File: src/rtl/vps_pkg.sv
// ----------------------------------------------------------------------------
// vps_pkg
// Shared constants, register codes and types for the Verlet particle step.
// ----------------------------------------------------------------------------
package vps_pkg;

	// Default number format of positions and forces
	localparam int FRAC_BITS = 16;
	localparam int POS_WIDTH = 32;

	// Configuration register widths
	localparam int CFG_W     = 31;
	localparam int DAMP_W    = 18;
	localparam int MODE_W    = 2;
	localparam int CFG_IDX_W = 2;

	// Fraction bits of the damping factor (unsigned Q2.16)
	localparam int DAMP_FRAC = 16;

	// Product magnitudes are held at 2^62, so 63 bits carry them
	localparam int LIM_W = 63;
	// Signed width of every sum before saturation
	localparam int SUM_W = 65;

	// Register indexes
	localparam logic [CFG_IDX_W-1:0] REG_HALF_EXTENT = 2'd0;
	localparam logic [CFG_IDX_W-1:0] REG_TIME_STEP   = 2'd1;
	localparam logic [CFG_IDX_W-1:0] REG_DAMPING     = 2'd2;
	localparam logic [CFG_IDX_W-1:0] REG_MODE        = 2'd3;

	// Boundary modes; the unused code behaves as none
	localparam logic [MODE_W-1:0] MODE_NONE  = 2'd0;
	localparam logic [MODE_W-1:0] MODE_WRAP  = 2'd1;
	localparam logic [MODE_W-1:0] MODE_CLAMP = 2'd2;

	// Reset values
	localparam logic [CFG_W-1:0]  HALF_EXTENT_RST = 31'd65536;
	localparam logic [CFG_W-1:0]  TIME_STEP_RST   = 31'd1092;
	localparam logic [DAMP_W-1:0] DAMPING_RST     = 18'd65536;

	typedef struct packed {
		logic [CFG_W-1:0]  half_extent;
		logic [CFG_W-1:0]  time_step;
		logic [DAMP_W-1:0] damping_factor;
		logic [MODE_W-1:0] boundary_mode;
	} cfg_t;

	// Load enables of the two multiplier stages
	typedef struct packed {
		logic ld_a;
		logic ld_b;
	} mul_ctl_t;

endpackage

File: src/rtl/vps_cfg.sv
// ----------------------------------------------------------------------------
// vps_cfg
// Configuration register file: decodes writes and holds the four registers.
// ----------------------------------------------------------------------------
module vps_cfg (
	input  logic                            clk,
	input  logic                            arst_n,
	input  logic                            we,
	input  logic [vps_pkg::CFG_IDX_W-1:0]   index,
	input  logic [vps_pkg::CFG_W-1:0]       data,
	output vps_pkg::cfg_t                   cfg
);

	logic [vps_pkg::CFG_W-1:0]  half_extent_q;
	logic [vps_pkg::CFG_W-1:0]  time_step_q;
	logic [vps_pkg::DAMP_W-1:0] damping_q;
	logic [vps_pkg::MODE_W-1:0] mode_q;

	// Decode the register index and store the write data
	always_ff @(posedge clk or negedge arst_n) begin
		if (!arst_n) begin
			half_extent_q <= vps_pkg::HALF_EXTENT_RST;
			time_step_q   <= vps_pkg::TIME_STEP_RST;
			damping_q     <= vps_pkg::DAMPING_RST;
			mode_q        <= vps_pkg::MODE_NONE;
		end else if (we) begin
			unique case (index)
				vps_pkg::REG_HALF_EXTENT: half_extent_q <= data;
				vps_pkg::REG_TIME_STEP:   time_step_q   <= data;
				vps_pkg::REG_DAMPING:     damping_q     <= data[vps_pkg::DAMP_W-1:0];
				vps_pkg::REG_MODE:        mode_q        <= data[vps_pkg::MODE_W-1:0];
				default: ;
			endcase
		end
	end

	assign cfg.half_extent    = half_extent_q;
	assign cfg.time_step      = time_step_q;
	assign cfg.damping_factor = damping_q;
	assign cfg.boundary_mode  = mode_q;

endmodule

File: config.mk
export PLATFORM = sky130hd
export DESIGN_NAME = vps_cfg
export DESIGN_NICKNAME = d
export VERILOG_FILES = /design/src/rtl/vps_pkg.sv /design/src/rtl/vps_cfg.sv
export SDC_FILE = /design/constraint.sdc
export NUM_CORES = 1
export LEC_CHECK = 0
export ABC_AREA = 0
export BUFFER_PORTS_ARGS = -buffer_cell sky130_fd_sc_hd__buf_4
export CAP_MARGIN = 15
export CELL_PAD_IN_SITES_DETAIL_PLACEMENT = 1
export CELL_PAD_IN_SITES_GLOBAL_PLACEMENT = 1
export CORE_AREA = 3 3 99 101
export CTS_CLUSTER_SIZE = 12
export DETAILED_ROUTE_END_ITERATION = 8
export DIE_AREA = 0 0 102 104
export PLACE_DENSITY = 0.8
export SYNTH_ARGS = -nofsm -noshare
export SYNTH_HDL_FRONTEND = slang
export SYNTH_SLANG_ARGS = --single-unit
File: constraint.sdc
create_clock -name clk -period 0.8 [get_ports clk]
set_input_delay 0.16 -clock clk [delete_from_list [all_inputs] [get_ports clk]]
set_output_delay 0.16 -clock clk [all_outputs]
set_load 0.05 [all_outputs]
# Yosys cells after proc, flatten, opt, wreduce, memory -nomap -nowiden
# Cells that the tools add are included.
# W data, S select, Z words.
dict set report word_totals {
  out_inout_bits 82
  regBits 82
  elab_cells 12
  input_bits 36
}
dict set report op_classes {
  n_eq_ne 3
  n_reduce_logical 5
}
# cell count
set op_table {}
lappend op_table {{$reduce_and A2 Y1} 4}
lappend op_table {{$eq A2 B2 Y1 const B} 2}
lappend op_table {{$eq A2 B1 Y1 const B} 1}
lappend op_table {{$logic_not A2 Y1} 1}

# Depth between registers and ports, before layout
dict set report logic_depth {
  depth_word 2
  depth_mapped 3
  mapped_depth_nobuf 2
}

# Worst setup path after synthesis
# Ideal clock, no wire load.
dict set report synth_path {
  kind {input to register}
  startpoint {input index[1] (netlist bit)}
  endpoint {register half_extent_q[10] (netlist bit)}
  t_required_ps 675
  path_buffers 1
  setup_ps 125
  setup_slack_ps -279
  stages 3
  t_arrival_ps 954
  cell_sequence {nor3b_4 buf_4 mux2_2}
}
dict set report synth_via {
  elab_chain_len 2
}
# item line
set synth_lines {}
lappend synth_lines {{start: declaration} vps_cfg.sv:9} ;# input logic [vps_pkg::CFG_IDX_W-1:0] index,
lappend synth_lines {{$logic_not A2 Y1} vps_cfg.sv:27} ;# unique case (index)
lappend synth_lines {{$reduce_and A2 Y1 (no source line)} n/a}
lappend synth_lines {{end signal: assignment} vps_cfg.sv:22} ;# half_extent_q <= vps_pkg::HALF_EXTENT_RST;
lappend synth_lines {{end signal: assignment} vps_cfg.sv:28} ;# vps_pkg::REG_HALF_EXTENT: half_extent_q <= data;
lappend synth_lines {{end: declaration} vps_cfg.sv:14} ;# logic [vps_pkg::CFG_W-1:0] half_extent_q;
# No other way between the ends.
# A chain may end at the register's enable or synchronous reset.

# Worst setup path after layout
dict set report layout_path {
  startpoint {register time_step_q[10] (netlist bit)}
  endpoint {output cfg[30] (netlist bit)}
}
# item line
set layout_rtl {}
lappend layout_rtl {{start: declaration} vps_cfg.sv:15} ;# logic [vps_pkg::CFG_W-1:0] time_step_q;
lappend layout_rtl {{start signal: assignment} vps_cfg.sv:23} ;# time_step_q <= vps_pkg::TIME_STEP_RST;
lappend layout_rtl {{start signal: assignment} vps_cfg.sv:29} ;# vps_pkg::REG_TIME_STEP: time_step_q <= data;
lappend layout_rtl {{end: declaration} vps_cfg.sv:11} ;# output vps_pkg::cfg_t cfg
# No word-level cell between the ends.

==> run metrics <==
CTS max path bufs 2; Ys Warns 0; fin nets 383; Hold WS 58.66 ps; Netlist cell types 10; Placeable Area 9109 um2; Max Cap Viol 0; Synth area leader dfrtp_1; worst hold path depth 2; Routed WL 9813 um; Worst-Skew Late Latency 340 ps; FMAX 827.2 MHz; Worst R2R Path Depth 2; Slew @ Worst Pin 226.1 ps; Mean Syn Cell Area 17.67 um2; synthesized cell area 3093 um2; # setup viols final 163; Post-Syn Instances 175; die area 10610 um2; placed cells 407; crit-path max cell delay 560 ps; gp weighted congestion 0.6788; share of cells above drive strength 1 90.63%; largest net degree at the start of global routing 38; final cell count without fillers 463; Clock Sinks 82; first drt pass iteration count 4; PD cells 2861 nW/um2; Max VDD drop 1.428 mV; Pleak 2.634 nW; main area contributors after synthesis dfrtp_1, mux2_2, dfstp_2; Critical R2R Launch half_extent_q[11]; Layout area overhead 78.96%; CP Capture Type output pin; CP required 640 ps; met3 WL post-DR 474 um; Worst Path Arrival 1050 ps; Boundary Pins 118; Worst Hold Class input port to register; Filler Cells Inserted 839; most common cell after layout, fill and taps aside buf_6; CTS root buf clkbuf_8; drt via density 4.713; CP Cell Sequence buf_8; first-pass GRT wire length 14540 um; Slew Limit Fails 0; ANT cells 0; vias 2182; # DRC 0; CTS Buf Count 9; grt ovf 0; CTS tree done; remaining antenna violation count after routing 0; CTS H-tree lvls 3; Worst Path Buf+Inv 1; Clk pin slew, worst setup/hold paths 90 ps; die height 104 um; hold_sp data[26]; status finished with violations; synthesized flop and latch total 82; metal2 WL 5370 um; port buffer count 117; GR Util All Layers 18.12%; R2R Path End half_extent_q[11]; FP Rows 35; Setup TNS -30070 ps; Min Clock Period, post-route 1209 ps; vias in the first global route 2506; Core Util, Final 60.77%; Yosys top cell area share 62.30%; flop-to-flop setup slack -120 ps; Initial Utilization 33.96%; critical path's slowest cell dfstp_2; final setup margin -409.0 ps; initial antenna violation count 0; violated checks negative setup slack; startpoint types register; First DRT Iteration DRCs 34; Worst Clk Skew 0 ps; DR WL/cell 21.19 um; metal1 wirelength 3872 um; Worst Path Max Fanout 2; Synth Net Count 211; relative slew slack 84.93%; Die Width 102 um; WS Path Type register to output pin; RSZ-0062 raised after global routing yes; Endpoint, Worst Hold half_extent_q[26]; Top delay family on crit path flip-flops; sequential-to-total area share from yosys stat 66.55%; crit path from time_step_q[10]; Post-DP HPWL 5537 um; Tcrit/Tclk final 151.1%; most frequent cells in the layout buf_6, mux2_4, dfrtp_2, buf_4, dfrtp_1; Final Hold Viols 0; top layer in use met4
-- sequential cells by signal, indices dropped and copies added, names as in the netlist --
register	flops
mode_q	2
time_step_q	31
half_extent_q	31
damping_q	18
-- synthesized netlist by cell type (all sizes together) --
| master | number |
|---|---|
| mux2 | 82 |
| dfrtp | 77 |
| buf | 7 |
| dfstp | 5 |
| nand3b | 2 |
| nand3 | 1 |
| nor3b | 1 |
-- report_power, final --
group / internal [W] / switching, W
clock: 0.00155 / 0.00153
combinational: 0.00316 / 0.00387
sequential: 0.00506 / 0.000672
total: 0.00976 / 0.00607
-- worst max path at each step --
| stage | slack (ps) | cells past startpoint | endpoint |
|---|---|---|---|
| after global routing | -450 | 1 | cfg[18] |
| after global placement | -450 | 4 | time_step_q[28] |
| after floorplan | -250 | 3 | half_extent_q[0] |
| final | -410 | 1 | cfg[30] |
| after detailed placement | -460 | 4 | half_extent_q[19] |
| after CTS | -420 | 1 | cfg[30] |
-- cell type report --
class	instances	area [um2]	area share (%)
clock buffer	11	141.4	2.554
sequential	82	2118	38.27
multi-input combinational	86	1185	21.41
tap	111	138.9	2.509
timing repair buffer	168	1891	34.15
clock inverter	5	61.31	1.108
-- per-stage QoR --
stage                     worst slack (ps)  area, um2  power [W]
final                               -409.0       5535    0.01584
after CTS                           -421.7       5350    0.01556
after global routing                -451.0       5535    0.01652
after detailed placement            -463.4       4297    0.01112
after floorplan                     -254.6       3213   0.009203
after global placement              -446.6       4297    0.01097
-- cells by family after synthesis --
group         synth area share, %
mux                         29.85
flops                       66.55
buf+inv                     1.942
simple gates                1.659
-- what timing repair did --
item                                   in CTS  in global routing
setup buffers                              19                 26
pin swaps                                   1                  1
gates cloned                                5                  1
setup endpoints to repair                 139                163
hold buffers                                1                  0
gates resized for setup                   151                 28
endpoints found under the hold margin      79                  0
-- metal layers --
layer,up-vias,track usage [%]
met2,69,32.03
met4,0,4.124
met3,10,4.292
met5,-,0
li1,966,-
met1,1137,22.05
(Power assumes the default switching activity.)
