## config.mk

```make
export PLATFORM = sky130hd
export DESIGN_NAME = vps_mul
export DESIGN_NICKNAME = d
export VERILOG_FILES = /design/src/rtl/vps_pkg.sv /design/src/rtl/vps_mul.sv
export SDC_FILE = /design/constraint.sdc
export NUM_CORES = 2
export LEC_CHECK = 0
export BUFFER_PORTS_ARGS = -buffer_cell sky130_fd_sc_hd__buf_2
export CORE_ASPECT_RATIO = 1.25
export CORE_MARGIN = 8
export CORE_UTILIZATION = 31
export CTS_BUF_LIST = sky130_fd_sc_hd__clkbuf_4 sky130_fd_sc_hd__clkbuf_8 sky130_fd_sc_hd__clkbuf_16
export DETAILED_ROUTE_END_ITERATION = 8
export PLACE_DENSITY = 0.45
export SLEW_MARGIN = 20
export SYNTH_ARGS = -nofsm -noshare
export SYNTH_HDL_FRONTEND = slang
export SYNTH_SLANG_ARGS = --single-unit
```

## constraint.sdc

```tcl
create_clock -name clk -period 8.8 [get_ports clk]
set_input_delay 0.88 -clock clk [delete_from_list [all_inputs] [get_ports clk]]
set_output_delay 0.88 -clock clk [all_outputs]
set_load 0.05 [all_outputs]
```

## src/rtl/vps_pkg.sv

```systemverilog
// ----------------------------------------------------------------------------
// vps_pkg
// Shared constants, register codes and types for the Verlet particle step.
// ----------------------------------------------------------------------------
package vps_pkg;

	// Default number format of positions and forces
	localparam int FRAC_BITS = 16;
	localparam int POS_WIDTH = 32;

	// Configuration register widths
	localparam int CFG_W     = 31;
	localparam int DAMP_W    = 18;
	localparam int MODE_W    = 2;
	localparam int CFG_IDX_W = 2;

	// Fraction bits of the damping factor (unsigned Q2.16)
	localparam int DAMP_FRAC = 16;

	// Product magnitudes are held at 2^62, so 63 bits carry them
	localparam int LIM_W = 63;
	// Signed width of every sum before saturation
	localparam int SUM_W = 65;

	// Register indexes
	localparam logic [CFG_IDX_W-1:0] REG_HALF_EXTENT = 2'd0;
	localparam logic [CFG_IDX_W-1:0] REG_TIME_STEP   = 2'd1;
	localparam logic [CFG_IDX_W-1:0] REG_DAMPING     = 2'd2;
	localparam logic [CFG_IDX_W-1:0] REG_MODE        = 2'd3;

	// Boundary modes; the unused code behaves as none
	localparam logic [MODE_W-1:0] MODE_NONE  = 2'd0;
	localparam logic [MODE_W-1:0] MODE_WRAP  = 2'd1;
	localparam logic [MODE_W-1:0] MODE_CLAMP = 2'd2;

	// Reset values
	localparam logic [CFG_W-1:0]  HALF_EXTENT_RST = 31'd65536;
	localparam logic [CFG_W-1:0]  TIME_STEP_RST   = 31'd1092;
	localparam logic [DAMP_W-1:0] DAMPING_RST     = 18'd65536;

	typedef struct packed {
		logic [CFG_W-1:0]  half_extent;
		logic [CFG_W-1:0]  time_step;
		logic [DAMP_W-1:0] damping_factor;
		logic [MODE_W-1:0] boundary_mode;
	} cfg_t;

	// Load enables of the two multiplier stages
	typedef struct packed {
		logic ld_a;
		logic ld_b;
	} mul_ctl_t;

endpackage

```

## src/rtl/vps_mul.sv

```systemverilog
// ----------------------------------------------------------------------------
// vps_mul
// Two-stage magnitude multiplier: split partial products, then combine,
// round half away from zero, shift and hold the magnitude at 2^62.
// ----------------------------------------------------------------------------
module vps_mul #(
	parameter int A_W = 32,
	parameter int B_W = 31,
	parameter int SH  = 16
) (
	input  logic                        clk,
	input  vps_pkg::mul_ctl_t           ctl,
	input  logic [A_W-1:0]              a_mag,
	input  logic                        a_neg,
	input  logic [B_W-1:0]              b,
	output logic [vps_pkg::LIM_W-1:0]   mag_s2,
	output logic                        neg_s2
);

	localparam int LO_W   = (A_W + 1) / 2;
	localparam int HI_W   = A_W - LO_W;
	localparam int PLO_W  = LO_W + B_W;
	localparam int PHI_W  = HI_W + B_W;
	localparam int FULL_W = A_W + B_W + 1;
	localparam int SHR_W  = FULL_W - SH;
	localparam int CMP_W  = (SHR_W > vps_pkg::LIM_W) ? SHR_W : vps_pkg::LIM_W;

	localparam logic [FULL_W-1:0] RND   = (FULL_W'(1) << SH) >> 1;
	localparam logic [CMP_W-1:0]  LIMIT = CMP_W'(1) << (vps_pkg::LIM_W - 1);

	logic [PLO_W-1:0]          plo_s1;
	logic [PHI_W-1:0]          phi_s1;
	logic                      neg_s1;
	logic [FULL_W-1:0]         full;
	logic [SHR_W-1:0]          shr;
	logic [CMP_W-1:0]          cmp;
	logic [vps_pkg::LIM_W-1:0] mag_c;

	// Form the low and high partial products
	always_ff @(posedge clk) begin
		if (ctl.ld_a) begin
			plo_s1 <= PLO_W'(a_mag[LO_W-1:0]) * PLO_W'(b);
			phi_s1 <= PHI_W'(a_mag[A_W-1:LO_W]) * PHI_W'(b);
			neg_s1 <= a_neg;
		end
	end

	// Combine, round, drop the fraction and hold at the limit
	always_comb begin
		full  = (FULL_W'(phi_s1) << LO_W) + FULL_W'(plo_s1) + RND;
		shr   = full[FULL_W-1:SH];
		cmp   = CMP_W'(shr);
		mag_c = (cmp > LIMIT) ? vps_pkg::LIM_W'(LIMIT) : vps_pkg::LIM_W'(cmp);
	end

	always_ff @(posedge clk) begin
		if (ctl.ld_b) begin
			mag_s2 <= mag_c;
			neg_s2 <= neg_s1;
		end
	end

endmodule

```

== Word level (Yosys, flattened, before mapping) ==
Index checks and enable logic that the tools add are counted.

* $mul: 2
* Order comparisons: 1
* Add/subtract/negate cells: 2
* Bitwise logic cells: 0
* Eq/ne operators: 0
* Div/mod/pow operators: 0
* Muxes and demuxes: 1
* Reductions and logical operators: 0
* Shift-type cells: 0

{| class="wikitable"
|+ Operator list
! operator !! number
|-
| $mul 16x31->47 || 2
|-
| $add 63x47->64 || 1
|-
| $add 64x16->64 const B || 1
|-
| $gt 48x63->1 const B || 1
|-
| $mux 63 || 1
|}

* Memories: 0
* Output and inout port bits: 64
* Logic and storage cells: 12
* Register bits after elaboration: 159
* Latch bits: 0
* Bits of input ports: 67
* RAM bits: 0
* Bits in read-only memories: 0

== Depth between registers and ports, before layout ==
* Depth after elaboration: 4
* Mapped depth: 25
* Gate-level depth less buffers: 24

== Least setup slack after synthesis ==
OpenSTA, ideal clock, no wires.

* Kind: input to register
* From: input a_mag[1]
* To: register plo_s1[46], data pin
* Path buffers: 1
* Stages: 24
* Setup time: 0.260 ns
* Data arrival time: 6.621 ns
* Path slack: 1.919 ns
* Data required time: 8.540 ns
* Path through: clkbuf_1 > nand2_1 > fa_1 > inv_1 > fa_1 > inv_1 > fa_1 > inv_1 > fa_1 > fa_1 > inv_1 > fa_1 > inv_1 > ha_1 > a21o_1 > a21o_1 > a21oi_1 > o211ai_1 > a21o_1 > a211o_1 > a221o_1 > a211oi_2 > o21bai_1 > xnor2_1

* Word-level cells in the longest chain between the ends: 1

{| class="wikitable"
|+ RTL lines
! element !! line !! source
|-
| start, declared || vps_mul.sv:13 || <nowiki>input logic [A_W-1:0] a_mag,</nowiki>
|-
| $mul 16x31->47 || vps_mul.sv:42 || <nowiki>plo_s1 <= PLO_W'(a_mag[LO_W-1:0]) * PLO_W'(b);</nowiki>
|-
| end signal, assigned || vps_mul.sv:42 ||
|-
| end, declared || vps_mul.sv:31 || <nowiki>logic [PLO_W-1:0] plo_s1;</nowiki>
|}

Every way passes these cells.
A chain may end at the register's enable or synchronous reset.

== Worst setup path after layout ==
* From: input b[12]
* To: register phi_s1[44], data pin

* Word-level cells in the longest chain between the ends: 1

{| class="wikitable"
|+ RTL lines
! element !! line !! source
|-
| start, declared || vps_mul.sv:15 || <nowiki>input logic [B_W-1:0] b,</nowiki>
|-
| $mul 16x31->47 || vps_mul.sv:43 || <nowiki>phi_s1 <= PHI_W'(a_mag[A_W-1:LO_W]) * PHI_W'(b);</nowiki>
|-
| end signal, assigned || vps_mul.sv:43 ||
|-
| end, declared || vps_mul.sv:32 || <nowiki>logic [PHI_W-1:0] phi_s1;</nowiki>
|}

Every way passes these cells.

==> flow_summary.ini <==
[run_status]
status = finished clean

[drt]
drt_wl_total_um = 108000
vias = 25624
drc_errors = 0
drtAntennaViolNets = 0
vias_per_cell = 4.665
dr.pass1.iters = 5
drt_iter0_markers = 1030
routedWlPerCell_um = 19.67

[timing]
fmax_ghz = 0.1342
fin_crit_ns = 7.453
tns_ns = 0
clock-skew-final_ns = 0.01812
maxSlewViolCount = 0
slew_headroom = 0.2879
setup_viol = 0
post-route-period-util = 0.8469
finalHoldViolCount = 0
rsz0062_at_grt = false
tightest_slew_ns = 1.041

[min_path]
worstHoldStart = neg_s1
whs_path_depth = 0
min_path_type = reg2reg
min_to = neg_s2

[clock_tree]
worstSkewPairLatency_ns = 0.49
cts_root_buffer = clkbuf_16
cts_resized = 0
cts_tree = yes
cts_sinks = 129
cts_buffers = 17
cts-hold-fix-buffers = 0
post_cts_buffers = 0
clk_path_buf_depth = 2
clk_pin_slew_ns = 0.06
cts_max_level = 4

[floorplanning]
initial_utilization = 0.3124
core_area_um2 = 116500
num_io_pins = 131
die_w_um = 322.5
num_rows = 140
fp.dieH_um = 399.1
dieArea_um2 = 128700

[worst_setup_path]
endpoint_kind = flop
critPathArrivalTime_ns = 7.67
reg2reg_depth = 13
reg2reg_from = plo_s1[15]
critical_path_class = in2reg
ff2ff_setup_slack_ns = 4.81
crit_fanout = 17
cp.required_ns = 9.02
critPathLaunchType = primary input
reg2reg_to = mag_s2[41]

[logic_synthesis]
syn_area_um2 = 36390
synth_top_flop_cell = edfxtp_1
synth_area_per_cell_um2 = 9.261
synth-edff-count = 129
synth_cell_types = 63
ys_ff_latch = 129
syn_inst = 3930
synthArstFlopShare = 0
ys.warnings.count = 0
ys_seq_area_frac = 0.1064

[cells_and_area]
area_delta_synth_final_pct = 7.439
nets = 5056
final_cell_mix = inv_1 (885), fa_1 (808), nand2_1 (626), and2_1 (411), ha_1 (266)
drive_above_1_share = 0.05475
finalNonFillerCells = 5493
final_common_cell = inv_1
fill_cells = 12210

[global_routing]
grt_max_degree = 58
track_usage = 0.1764
grt_antenna_before_repair = 12
gr-total-overflow = 0
grt_pass1_vias = 29690
grt_pass1_wl_um = 173700

[placed_design]
port_buffers = 115
gp_routability_congestion = 0.8219
placed_cells = 5458
dp_hpwl_um = 85510

[job]
drv_cap = 0
## kinds of logic after synthesis
logic type,Yosys count,synth area share
AND/OR/NAND/NOR,1210,0.1598
flip-flops,129,0.1064
buffers and inverters,1099,0.1149
other,1,0.0001030
XOR/XNOR,114,0.02743
multiplexers,2,0.0005501
adder cells (fa/ha/maj),1074,0.5359
AO/OA/AOI/OAI,301,0.05494
## worst max-delay path by stage
stage                     cells after the start  slack (ns)         end     start
after detailed placement                     23        0.83  phi_s1[44]     b[12]
after CTS                                    23        1.34  phi_s1[44]     b[12]
after global routing                         23        0.99  phi_s1[44]     b[12]
final                                        23        1.35  phi_s1[44]     b[12]
after global placement                       23        0.84  phi_s1[44]     b[12]
after floorplan                              24        1.92  plo_s1[46]  a_mag[1]
## critical path, stage by stage
cell and delay (ns):
buf_2 0.47, buf_4 0.33, nand2_1 0.10, fa_1 0.53
fa_1 0.52, fa_1 0.52, inv_1 0.06, fa_1 0.44
fa_1 0.54, inv_1 0.06, fa_1 0.47, inv_1 0.04
ha_1 0.33, a21o_1 0.20, a21o_1 0.18, a21oi_1 0.14
o21ai_0 0.19, or3_1 0.37, o21ai_2 0.30, o21ai_0 0.24
a221oi_2 0.40, o21ai_0 0.17, xor2_1 0.16
## cells in the mapped netlist, types with 18 or more instances
cell type | number | area share
a21oi_1 | 99 | 0.014
inv_1 | 885 | 0.091
ha_1 | 266 | 0.091
fa_1 | 808 | 0.44
nor3_1 | 18 | 0.0025
nand3_1 | 29 | 0.0040
nor2_1 | 58 | 0.0060
xnor2_1 | 85 | 0.020
a21o_1 | 46 | 0.0095
xor2_1 | 29 | 0.0070
clkbuf_1 | 199 | 0.021
o21bai_1 | 20 | 0.0041
and2_1 | 411 | 0.071
o21ai_0 | 41 | 0.0056
edfxtp_1 | 129 | 0.11
nand2_1 | 626 | 0.065
## per-stage QoR
step | utilization | setup slack, ns | area [um2] | hold slack, ns
floorplan | - | 1.919 | 36450 | 0.4003
detailed placement | 0.3306 | 0.8271 | 38520 | 0.4056
global route | 0.3356 | 0.9910 | 39100 | 0.4412
finish | 0.3357 | 1.347 | 39100 | 0.4195
global placement | 0.3306 | 0.8358 | 38520 | 0.4027
CTS | 0.3356 | 1.344 | 39090 | 0.4220
## routing by layer
| metal | GRT usage | vias to the layer above | part of all wire |
|---|---|---|---|
| li1 | - | 11594 | - |
| met1 | 0.1936 | 13421 | 0.38 |
| met2 | 0.3487 | 434 | 0.56 |
| met3 | 0.01552 | 169 | 0.026 |
| met4 | 0.06213 | 6 | 0.039 |
| met5 | 0 | - | 0.00038 |
## state kept, by name (all words and copies together), names as in the netlist
name / flops
phi_s1: 47
mag_s2: 48
neg_s2: 1
plo_s1: 32
neg_s1: 1
## layout make-up
cell class | instances | area (um2) | area share
Clock buffer | 17 | 425.4 | 0.01088
Antenna cell | 4 | 10.01 | 0.0002560
Clock inverter | 14 | 151.4 | 0.003872
Inverter | 885 | 3322 | 0.08495
Timing Repair Buffer | 166 | 973.4 | 0.02489
Tap cell | 1562 | 1954 | 0.04998
Multi-Input combinational cell | 2716 | 28390 | 0.7261
Sequential cell | 129 | 3874 | 0.09907
Power is not shown: default switching activity piles up to over one toggle a cycle in this logic, so the estimate is an artifact.
